File: src/rtl/vsc_pkg.sv
// ----------------------------------------------------------------------------
// vsc_pkg
// Shared types, character codes and helper functions for the version string
// comparator.
// ----------------------------------------------------------------------------
`default_nettype none

package vsc_pkg;

	localparam int unsigned MAX_LEN_DEF = 255;
	localparam int LEN_W = 8;
	localparam int ORD_W = 9;
	localparam int CHAR_W = 8;
	localparam int RANK_W = 3;

	localparam logic [CHAR_W-1:0] CH_TILDE  = 8'd126;
	localparam logic [CHAR_W-1:0] CH_HYPHEN = 8'd45;
	localparam logic [CHAR_W-1:0] CH_CARET  = 8'd94;
	localparam logic [CHAR_W-1:0] CH_DOT    = 8'd46;
	localparam logic [CHAR_W-1:0] CH_COLON  = 8'd58;
	localparam logic [CHAR_W-1:0] CH_ZERO   = 8'd48;
	localparam logic [CHAR_W-1:0] CH_NINE   = 8'd57;

	typedef logic [LEN_W-1:0] len_t;
	typedef logic signed [ORD_W-1:0] ord_t;

	localparam ord_t ORD_ONE     = 9'sd1;
	localparam ord_t ORD_NEG_ONE = -9'sd1;
	localparam ord_t ORD_ZERO    = 9'sd0;

	typedef enum logic [1:0] {
		REG_EPOCH,
		REG_DELIM_RANK,
		REG_REMAINDER,
		REG_DIGIT_RULE
	} reg_idx_t;

	// class of the first character of the longer string's remainder
	typedef enum logic [1:0] {
		REM_OTHER,
		REM_TILDE,
		REM_HYPHEN,
		REM_CARET
	} rem_t;

	typedef struct packed {
		logic epoch_en;
		logic delim_rank_en;
		logic remainder_en;
		logic digit_rule;
	} cfg_t;

	typedef struct packed {
		ord_t seg_diff;
		logic verdict_found;
		ord_t verdict;
		logic l_colon_seen;
		len_t l_colon_pos;
		logic r_colon_seen;
		len_t r_colon_pos;
		len_t l_count;
		len_t r_count;
		logic l_prev_digit;
		logic r_prev_digit;
		logic rem_found;
		rem_t rem;
	} cmp_state_t;

	function automatic logic [RANK_W-1:0] delim_rank(input logic [CHAR_W-1:0] c);
		logic [RANK_W-1:0] r;
		unique case (c)
			CH_TILDE:  r = 3'd1;
			CH_HYPHEN: r = 3'd2;
			CH_CARET:  r = 3'd3;
			CH_DOT:    r = 3'd4;
			CH_COLON:  r = 3'd5;
			default:   r = 3'd0;
		endcase
		return r;
	endfunction

	function automatic logic is_digit(input logic [CHAR_W-1:0] c);
		return (c >= CH_ZERO) && (c <= CH_NINE);
	endfunction

	function automatic rem_t rem_class(input logic [CHAR_W-1:0] c);
		rem_t r;
		unique case (c)
			CH_TILDE:  r = REM_TILDE;
			CH_HYPHEN: r = REM_HYPHEN;
			CH_CARET:  r = REM_CARET;
			default:   r = REM_OTHER;
		endcase
		return r;
	endfunction

endpackage

`default_nettype wire

File: src/rtl/version_string_compare.sv
// ----------------------------------------------------------------------------
// version_string_compare
// Orders two version strings streamed side by side, one character pair per
// transaction, and returns a signed order on the final pair.
// ----------------------------------------------------------------------------
//  channel  | dir | payload                                        | note
//  s_axis   | in  | tdata: left_char, left_present, right_char,    | one pair
//           |     |        right_present; tlast: last              |
//  m_axis   | out | tdata: order (9 bit signed)                    | one per last
//  cfg      | in  | cfg_index selects register, cfg_data bit 0     | write only
//
// One pair is accepted per cycle. A last pair's order passes through the
// snapshot register, then through the order resolver into the output
// register. Reset clears the running state, the config register and both
// valid flags. A stalled output backs up into the snapshot register; input
// stalls only once both are full.
// ----------------------------------------------------------------------------
`default_nettype none

module version_string_compare import vsc_pkg::*; #(
	parameter int unsigned MAX_LEN = MAX_LEN_DEF
) (
	input  logic        clk,
	input  logic        arst_n,
	input  logic        s_axis_tvalid,
	output logic        s_axis_tready,
	// [7:0] left_char, [8] left_present, [16:9] right_char, [17] right_present
	input  logic [23:0] s_axis_tdata,
	input  logic        s_axis_tlast,
	output logic        m_axis_tvalid,
	input  logic        m_axis_tready,
	// [8:0] order
	output logic [15:0] m_axis_tdata,
	input  logic        cfg_we,
	input  logic [1:0]  cfg_index,
	input  logic        cfg_data
);

	cfg_t       cfg_q;
	logic       snap_valid;
	logic       snap_take;
	cmp_state_t snap;
	ord_t       order;

	always_ff @(posedge clk or negedge arst_n) begin
		if (!arst_n) begin
			cfg_q <= '0;
		end else if (cfg_we) begin
			unique case (reg_idx_t'(cfg_index))
				REG_EPOCH:      cfg_q.epoch_en      <= cfg_data;
				REG_DELIM_RANK: cfg_q.delim_rank_en <= cfg_data;
				REG_REMAINDER:  cfg_q.remainder_en  <= cfg_data;
				REG_DIGIT_RULE: cfg_q.digit_rule    <= cfg_data;
			endcase
		end
	end

	vsc_accum #(
		.MAX_LEN(MAX_LEN)
	) u_accum (
		.clk          (clk),
		.arst_n       (arst_n),
		.in_valid     (s_axis_tvalid),
		.in_ready     (s_axis_tready),
		.left_char    (s_axis_tdata[7:0]),
		.left_present (s_axis_tdata[8]),
		.right_char   (s_axis_tdata[16:9]),
		.right_present(s_axis_tdata[17]),
		.last         (s_axis_tlast),
		.delim_rank_en(cfg_q.delim_rank_en),
		.snap_take    (snap_take),
		.snap_valid   (snap_valid),
		.snap         (snap)
	);

	vsc_order u_order (
		.clk       (clk),
		.arst_n    (arst_n),
		.cfg       (cfg_q),
		.snap_valid(snap_valid),
		.snap      (snap),
		.snap_take (snap_take),
		.out_valid (m_axis_tvalid),
		.out_ready (m_axis_tready),
		.order     (order)
	);

	assign m_axis_tdata = {7'd0, order};

endmodule

`default_nettype wire

File: src/rtl/vsc_accum.sv
// ----------------------------------------------------------------------------
// vsc_accum
// Running comparison state. Folds one character pair per transaction into the
// state and hands a snapshot to the order stage on the final pair.
// ----------------------------------------------------------------------------
`default_nettype none

module vsc_accum import vsc_pkg::*; #(
	parameter int unsigned MAX_LEN = MAX_LEN_DEF
) (
	input  logic              clk,
	input  logic              arst_n,
	input  logic              in_valid,
	output logic              in_ready,
	input  logic [CHAR_W-1:0] left_char,
	input  logic              left_present,
	input  logic [CHAR_W-1:0] right_char,
	input  logic              right_present,
	input  logic              last,
	input  logic              delim_rank_en,
	input  logic              snap_take,
	output logic              snap_valid,
	output cmp_state_t        snap
);

	cmp_state_t st_q;
	cmp_state_t nxt;
	len_t       pos_q;
	len_t       pos_nxt;
	logic       snap_valid_s1;
	cmp_state_t snap_s1;
	logic       accept;
	logic       ld, rd;
	ord_t       char_diff;
	ord_t       rank_diff;

	assign in_ready = !snap_valid_s1 || snap_take;
	assign accept   = in_valid && in_ready;

	assign ld        = delim_rank(left_char) != '0;
	assign rd        = delim_rank(right_char) != '0;
	assign char_diff = $signed({1'b0, left_char}) - $signed({1'b0, right_char});
	assign rank_diff = $signed({{(ORD_W-RANK_W){1'b0}}, delim_rank(left_char)})
		- $signed({{(ORD_W-RANK_W){1'b0}}, delim_rank(right_char)});

	always_comb begin
		nxt     = st_q;
		pos_nxt = pos_q;
		if (pos_q < LEN_W'(MAX_LEN)) begin
			pos_nxt = pos_q + 1'b1;
			if (left_present) begin
				if (left_char == CH_COLON && !st_q.l_colon_seen) begin
					nxt.l_colon_seen = 1'b1;
					nxt.l_colon_pos  = st_q.l_count;
				end
				nxt.l_count = st_q.l_count + 1'b1;
			end
			if (right_present) begin
				if (right_char == CH_COLON && !st_q.r_colon_seen) begin
					nxt.r_colon_seen = 1'b1;
					nxt.r_colon_pos  = st_q.r_count;
				end
				nxt.r_count = st_q.r_count + 1'b1;
			end
			if (left_present && right_present) begin
				if (!st_q.verdict_found) begin
					priority if (!ld && !rd) begin
						if (st_q.seg_diff == ORD_ZERO)
							nxt.seg_diff = char_diff;
					end else if (ld && !rd) begin
						nxt.verdict_found = 1'b1;
						nxt.verdict       = ORD_NEG_ONE;
					end else if (!ld && rd) begin
						nxt.verdict_found = 1'b1;
						nxt.verdict       = ORD_ONE;
					end else if (st_q.seg_diff != ORD_ZERO) begin
						nxt.verdict_found = 1'b1;
						nxt.verdict       = st_q.seg_diff;
					end else begin
						if (delim_rank_en && rank_diff != ORD_ZERO) begin
							nxt.verdict_found = 1'b1;
							nxt.verdict       = rank_diff;
						end
					end
				end
				nxt.l_prev_digit = is_digit(left_char);
				nxt.r_prev_digit = is_digit(right_char);
			end else if ((left_present || right_present) && !st_q.rem_found) begin
				nxt.rem_found = 1'b1;
				nxt.rem       = rem_class(left_present ? left_char : right_char);
			end
		end
	end

	always_ff @(posedge clk or negedge arst_n) begin
		if (!arst_n) begin
			st_q          <= '0;
			pos_q         <= '0;
			snap_valid_s1 <= 1'b0;
		end else begin
			if (accept) begin
				if (last) begin
					st_q  <= '0;
					pos_q <= '0;
				end else begin
					st_q  <= nxt;
					pos_q <= pos_nxt;
				end
			end
			if (accept && last)
				snap_valid_s1 <= 1'b1;
			else if (snap_take)
				snap_valid_s1 <= 1'b0;
		end
	end

	always_ff @(posedge clk) begin
		if (accept && last)
			snap_s1 <= nxt;
	end

	assign snap_valid = snap_valid_s1;
	assign snap       = snap_s1;

endmodule

`default_nettype wire

File: src/rtl/vsc_order.sv
// ----------------------------------------------------------------------------
// vsc_order
// Resolves a finished comparison snapshot into the signed order and holds it
// in the output register until the transaction completes.
// ----------------------------------------------------------------------------
`default_nettype none

module vsc_order import vsc_pkg::*; (
	input  logic       clk,
	input  logic       arst_n,
	input  cfg_t       cfg,
	input  logic       snap_valid,
	input  cmp_state_t snap,
	output logic       snap_take,
	output logic       out_valid,
	input  logic       out_ready,
	output ord_t       order
);

	logic out_valid_q;
	ord_t order_q;
	ord_t colon_delta;
	ord_t len_diff;
	ord_t rem_res;
	ord_t res;
	logic rem_hit;
	logic l_short;
	logic prev_digit;
	rem_t rc;

	assign snap_take = snap_valid && (!out_valid_q || out_ready);

	always_comb begin
		colon_delta = ORD_ZERO;
		if (snap.l_colon_seen && snap.r_colon_seen)
			colon_delta = $signed({1'b0, snap.l_colon_pos}) - $signed({1'b0, snap.r_colon_pos});
		else if (snap.l_colon_seen)
			colon_delta = ORD_ONE;
		else if (snap.r_colon_seen)
			colon_delta = ORD_NEG_ONE;

		len_diff   = $signed({1'b0, snap.l_count}) - $signed({1'b0, snap.r_count});
		l_short    = snap.l_count < snap.r_count;
		prev_digit = l_short ? snap.l_prev_digit : snap.r_prev_digit;
		rc         = snap.rem_found ? snap.rem : REM_OTHER;

		unique case (rc)
			REM_TILDE: begin
				rem_hit = 1'b1;
				rem_res = l_short ? ORD_ONE : ORD_NEG_ONE;
			end
			REM_HYPHEN: begin
				rem_hit = 1'b1;
				rem_res = ORD_ZERO;
			end
			REM_CARET: begin
				rem_hit = 1'b1;
				rem_res = l_short ? ORD_NEG_ONE : ORD_ONE;
			end
			REM_OTHER: begin
				rem_hit = (snap.seg_diff != ORD_ZERO) && (!cfg.digit_rule || !prev_digit);
				rem_res = snap.seg_diff;
			end
		endcase

		priority if (cfg.epoch_en && colon_delta != ORD_ZERO)
			res = colon_delta;
		else if (snap.verdict_found)
			res = snap.verdict;
		else if (snap.l_count == snap.r_count)
			res = snap.seg_diff;
		else if (cfg.remainder_en && rem_hit)
			res = rem_res;
		else
			res = len_diff;
	end

	always_ff @(posedge clk or negedge arst_n) begin
		if (!arst_n)
			out_valid_q <= 1'b0;
		else if (snap_take)
			out_valid_q <= 1'b1;
		else if (out_ready)
			out_valid_q <= 1'b0;
	end

	always_ff @(posedge clk) begin
		if (snap_take)
			order_q <= res;
	end

	assign out_valid = out_valid_q;
	assign order     = order_q;

endmodule

`default_nettype wire

File: config.mk
export PLATFORM = sky130hd
export DESIGN_NAME = version_string_compare
export DESIGN_NICKNAME = d
export VERILOG_FILES = /design/src/rtl/vsc_pkg.sv /design/src/rtl/version_string_compare.sv /design/src/rtl/vsc_accum.sv /design/src/rtl/vsc_order.sv
export SDC_FILE = /design/constraint.sdc
export NUM_CORES = 1
export LEC_CHECK = 0
export ABC_AREA = 1
export BUFFER_PORTS_ARGS = -buffer_cell sky130_fd_sc_hd__clkbuf_2
export CAP_MARGIN = 10
export CELL_PAD_IN_SITES_DETAIL_PLACEMENT = 2
export CELL_PAD_IN_SITES_GLOBAL_PLACEMENT = 2
export CORE_MARGIN = 3
export CORE_UTILIZATION = 34
export DETAILED_ROUTE_END_ITERATION = 8
export PLACE_DENSITY_LB_ADDON = 0.1
export SYNTH_ARGS = -nofsm -noshare
export SYNTH_HDL_FRONTEND = slang
export SYNTH_SLANG_ARGS = --single-unit
File: constraint.sdc
create_clock -name clk -period 4.3 [get_ports clk]
set_input_delay 1.29 -clock clk [delete_from_list [all_inputs] [get_ports clk]]
set_output_delay 1.29 -clock clk [all_outputs]
set_load 0.005 [all_outputs]
### Word level (Yosys, flattened, before mapping)

Index checks and enable logic that the tools add are counted.

| word-level totals | value |
|---|---|
| register bits after elaboration | 139 |
| input port bits | 33 |
| word-level logic and storage cells | 158 |
| output and inout bits | 18 |

| cells by class | value |
|---|---|
| equality and inequality tests | 20 |
| reduce and logical (&&, ||, !) cells | 48 |
| $add $sub $neg | 7 |
| mux-type cells | 43 |
| order comparisons | 6 |

Operators by type and width:

| cell | number |
|---|---|
| 2-to-1 mux 9 bit | 15 |
| 2-to-1 mux 58 bit | 2 |
| equality test 8 x 6 -> 1 bit, second input constant | 7 |
| 2-to-1 mux 10 bit | 5 |
| equality test 8 x 7 -> 1 bit, second input constant | 6 |
| 2-to-1 mux 8 bit | 5 |
| 2-to-1 mux 19 bit | 2 |
| one-hot mux 9 bit (4 select lines) | 1 |
| nonzero test 9 bit | 4 |
| one-hot mux 3 bit (5 select lines) | 2 |
| subtractor 8 x 8 -> 9 bit | 3 |
| adder 8 x 1 -> 8 bit, second input constant | 3 |
| logical AND 1 bit | 17 |
| >= comparator 8 x 6 -> 1 bit, second input constant | 2 |
| <= comparator 8 x 6 -> 1 bit, second input constant | 2 |
| AND reduction 2 bit | 5 |
| zero test 1 bit | 9 |
| zero test 9 bit | 1 |
| equality test 2 bit, second input constant | 4 |
| equality test 8 bit | 1 |
| less-than comparator 8 bit | 1 |
| less-than comparator 8 bit, second input constant | 1 |
| 2-to-1 mux 3 bit | 2 |
| one-hot mux 2 bit (3 select lines) | 1 |
| 10 further kinds | 23 |

### Depth between registers and ports, before layout

| logic depth | value |
|---|---|
| depth after elaboration | 14 |
| mapped depth | 19 |
| mapped depth without buffers | 19 |

### By module

A second synthesis with hierarchy kept.

| second synthesis, totals | value |
|---|---|
| cells, all modules | 1,114 |
| area total of the unflattened synthesis | 8,700.8 um2 |

Modules (own cells, without submodules):

| module | area each (um2) | cells an instance | instances | seq. area each (um2) |
|---|---|---|---|---|
| vsc_accum | 6,612.6 | 771 | 1 | 3,418.3 |
| vsc_order | 1,840.5 | 311 | 1 | 295.3 |
| version_string_compare | 247.7 | 32 | 1 | 100.1 |

### Worst setup path after synthesis

No wires, ideal clock.

| timing path | value |
|---|---|
| kind | input -> register |
| start point | input port m_axis_tready |
| end point | register u_accum.pos_q[4] |
| arrival | 4.930 ns |
| cell stages on the path | 7 |
| slack | -0.761 ns |
| buffers on the path | 0 |
| setup time | 0.131 ns |
| data required time | 4.169 ns |
| path through | inv_1 -> nand3_1 -> nand2_1 -> nor2_1 -> inv_1 -> o21ai_0 -> a31oi_1 |

| between the ends | value |
|---|---|
| cells in the longest elaborated chain, start to end | 5 |

RTL lines:

| item | RTL line | text |
|---|---|---|
| start, declared | version_string_compare.sv:31 | `input logic m_axis_tready,` |
| logical OR 1 bit | vsc_order.sv:31 | `assign snap_take = snap_valid && (!out_valid_q \|\| out_ready);` |
| logical AND 1 bit | vsc_order.sv:31 |  |
| logical OR 1 bit | vsc_accum.sv:37 | `assign in_ready = !snap_valid_s1 \|\| snap_take;` |
| named net s_axis_tready | version_string_compare.sv:26 | `output logic s_axis_tready,` |
| logical AND 1 bit | vsc_accum.sv:38 | `assign accept = in_valid && in_ready;` |
| AND reduction 2 bit (no line) | -- |  |
| end signal, assigned | vsc_accum.sv:107 | `pos_q <= pos_nxt;` |
| end, declared | vsc_accum.sv:28 | `len_t pos_q;` |

The timed path passes the listed nets, and every way through them passes these cells.
A chain may end at the register's enable or synchronous reset.

==> metrics.cfg <==
[global_routing]
antenna_found_initial=0
gr-total-overflow=0
grt_max_degree=63
track_usage=0.208
grt_pass1_vias=7790
grt_pass1_wl_um=42500

[synth]
synth_seq_cells=139
synth_area_um2=8280
synth_area_per_cell_um2=8.09
ys_types=53
synth_warnings=0
synth_top_flop_cell=dfrtp_1
synth_seq_area_share=0.460
synth_edf_count=67
async_reset_ff_frac=0.518
syn_inst=1024

[timing]
max_freq_mhz=262
finalHoldViolations=0
min_period_over_period=0.887
slew_violations=0
relSlewSlack=0.401
setup_violations=0
whs_ns=0.491
period_needed_ns=3.81
rsz0062_at_grt=false
skew_ns=0.0122
tns_ns=0
worst_pin_slew_ns=0.898

[route]
wire_per_inst_um=18.4
routed_wl_um=26000
drt-initial-drc-count=319
drcViolationCount=0
first_pass_iters=4
vias_per_cell=5.03
vias=7080
ant_nets=0

[clocking]
ctsHoldBuffers=0
cts_tree=built
cts.sinks=139
cts_buffer_depth=2
clkLatencyLatePin_ns=0.43
post_cts_buffers=0
cts.repair.resized=0
clk_pin_slew_worst_paths_ns=0.06
numCtsBuffers=17
cts_root_buf=clkbuf_16
htree_levels=4

[critical_path]
cp-end-kind=flip-flop
cp_max_fo=4
r2r_end=u_order.order[0]$_DFFE_PP_
crit_required_ns=4.58
arrival_ns=4.10
crit_path_start=s_axis_tdata[0]
criticalPathCategory=in -> reg
reg2reg_depth=16
reg2reg_slack_ns=1.66
cp-start-kind=primary input
worstSetupEndpoint=u_accum.st_q[48]$_DFFE_PN0P_
r2r-start=u_accum.snap[11]$_DFFE_PP_

[run_status]
status=complete, no violations

[pwr]
peakVddDrop_v=0.000248
p_per_area_nw_per_um2=390
p_leak_uw=0.00474

[floorplanning]
io_pins=51
core_um2=23700
die_w_um=162
fp.dieH_um=162
design.die.area_um2=26300
initial_core_util=0.350
row_count=56

[finish]
diodes=0
fillers=2737
area_delta_synth_final_pct=14.4
drive_gt1_frac=0.113
nets=1143

[placement]
port_buffers=37
dpl.hpwl_um=20000
gp_congestion=0.815

[min_path]
hold_path_depth=2
holdCritPathClass=reg -> reg

[flow_run]
drv_cap=0

sequential cells by signal, indices dropped and copies added (netlist names):
| name | flops |
|---|---|
| u_accum.pos_q | 8 |
| cfg_q | 4 |
| u_accum.snap | 58 |
| u_order.out_valid | 1 |
| u_accum.st_q | 58 |
| u_accum.snap_valid | 1 |
| u_order.order | 9 |
through the flow:
stage	total power (µW)	setup WS, ns	utilization	std cells	cell area [µm²]
finish	3700	0.486	0.400	1408	9480
global route	3880	0.165	0.400	1408	9480
CTS	3740	0.494	0.400	1408	9480
detailed placement	2250	0.117	0.376	1376	8890
global placement	2220	0.256	0.376	1376	8890
floorplan	1990	0.371	-	1030	8310
kinds of logic (layout without fill, tap and decap cells):
| group | Yosys count | in the layout | share of synthesized area |
|---|---|---|---|
| buffers and inverters | 235 | 294 | 0.111 |
| AND/OR/NAND/NOR | 399 | 399 | 0.214 |
| other | 1 | 7 | 0.000453 |
| multiplexers | 1 | 1 | 0.00121 |
| adder cells (fa/ha/maj) | 34 | 34 | 0.0550 |
| XOR/XNOR | 27 | 27 | 0.0285 |
| AO/OA/AOI/OAI | 188 | 188 | 0.130 |
| flip-flops | 139 | 139 | 0.460 |
area by class of cell:
type | instances | area, µm² | share of cell area
clock buffer | 21 | 482 | 0.0508
clock inverter | 11 | 104 | 0.0110
inverter | 211 | 795 | 0.0838
multi-input combinational | 656 | 3580 | 0.378
sequential | 139 | 3810 | 0.402
tap | 319 | 399 | 0.0421
timing repair buffer | 51 | 305 | 0.0322
Yosys cell counts (9+ instances only):
library cell	count	area share
a21oi_1	34	0.021
buf_4	9	0.0082
clkbuf_1	14	0.0063
dfrtp_1	72	0.22
edfxtp_1	67	0.24
ha_1	30	0.045
inv_1	201	0.091
nand2_1	204	0.092
nand2_2	9	0.0068
nand3_1	58	0.035
nand4_1	20	0.015
nor2_1	70	0.032
o21ai_0	77	0.047
o21ai_1	16	0.0097
o22ai_1	29	0.022
xor2_1	19	0.020
where the power goes:
group / total [µW] / internal, µW / switching (µW) / leakage, µW
registers: 1560 / 1490 / 64.7 / 0.00163
logic: 660 / 205 / 455 / 0.00282
clock network: 1480 / 868 / 610 / 0.000284
routing by layer:
layer	vias up	global-route usage	wire length, µm
li1	3442	-	-
met1	3517	0.277	12400
met2	96	0.352	12400
met3	25	0.0372	783
met4	0	0.0554	362
met5	-	0	0
how the worst min path moves through the flow:
stage | end | from | slack (ns)
2_1_floorplan | u_order.out_valid$_DFFE_PN0P_ | u_accum.snap_valid$_DFFE_PN0P_ | 0.45
3_3_place_gp | u_order.out_valid$_DFFE_PN0P_ | u_accum.snap_valid$_DFFE_PN0P_ | 0.46
3_5_place_dp | u_order.out_valid$_DFFE_PN0P_ | u_accum.snap_valid$_DFFE_PN0P_ | 0.48
4_1_cts | u_order.out_valid$_DFFE_PN0P_ | u_accum.snap_valid$_DFFE_PN0P_ | 0.50
5_1_grt | u_accum.pos_q[6]$_DFFE_PN0P_ | u_accum.pos_q[6]$_DFFE_PN0P_ | 0.53
6_report | u_order.out_valid$_DFFE_PN0P_ | u_accum.snap_valid$_DFFE_PN0P_ | 0.49
worst max-delay path, stage by stage:
cell and delay, ns:
clkbuf_2 0.10, inv_1 0.10, nand2_1 0.08, nor2_1 0.14, nand4_1 0.16, and2_1 0.18
ha_1 0.19, inv_1 0.08, fa_1 0.44, nor2_1 0.13, nand3_1 0.08, nand2_1 0.09
inv_1 0.10, nor2_1 0.21, inv_1 0.14, nor3_1 0.20, o21ai_0 0.17, nand3_1 0.10
o21ai_0 0.09
layout by cell type (no fill, tap or decap), drive strengths merged, types with 2 or more instances in the layout:
cell / synthesis / layout
and2: 3 / 3
clkinv: 1 / 3
or2: 9 / 9
o22ai: 29 / 29
nor3: 9 / 9
o211ai: 4 / 4
ha: 30 / 30
a21boi: 4 / 4
nor2: 76 / 76
nor4: 4 / 4
a21oi: 34 / 34
clkbuf: 14 / 57
nand2: 214 / 214
xor2: 19 / 19
edfxtp: 67 / 67
dfrtp: 72 / 72
o221ai: 2 / 2
a211oi: 3 / 3
fa: 4 / 4
clkinvlp: 0 / 2
buf: 10 / 15
nand3: 59 / 59
inv: 210 / 216
nand4: 20 / 20
nand3b: 4 / 4
a31oi: 8 / 8
conb: 1 / 7
xnor2: 8 / 8
o21ai: 96 / 96
Note: power is estimated with default switching activity, not from simulation.
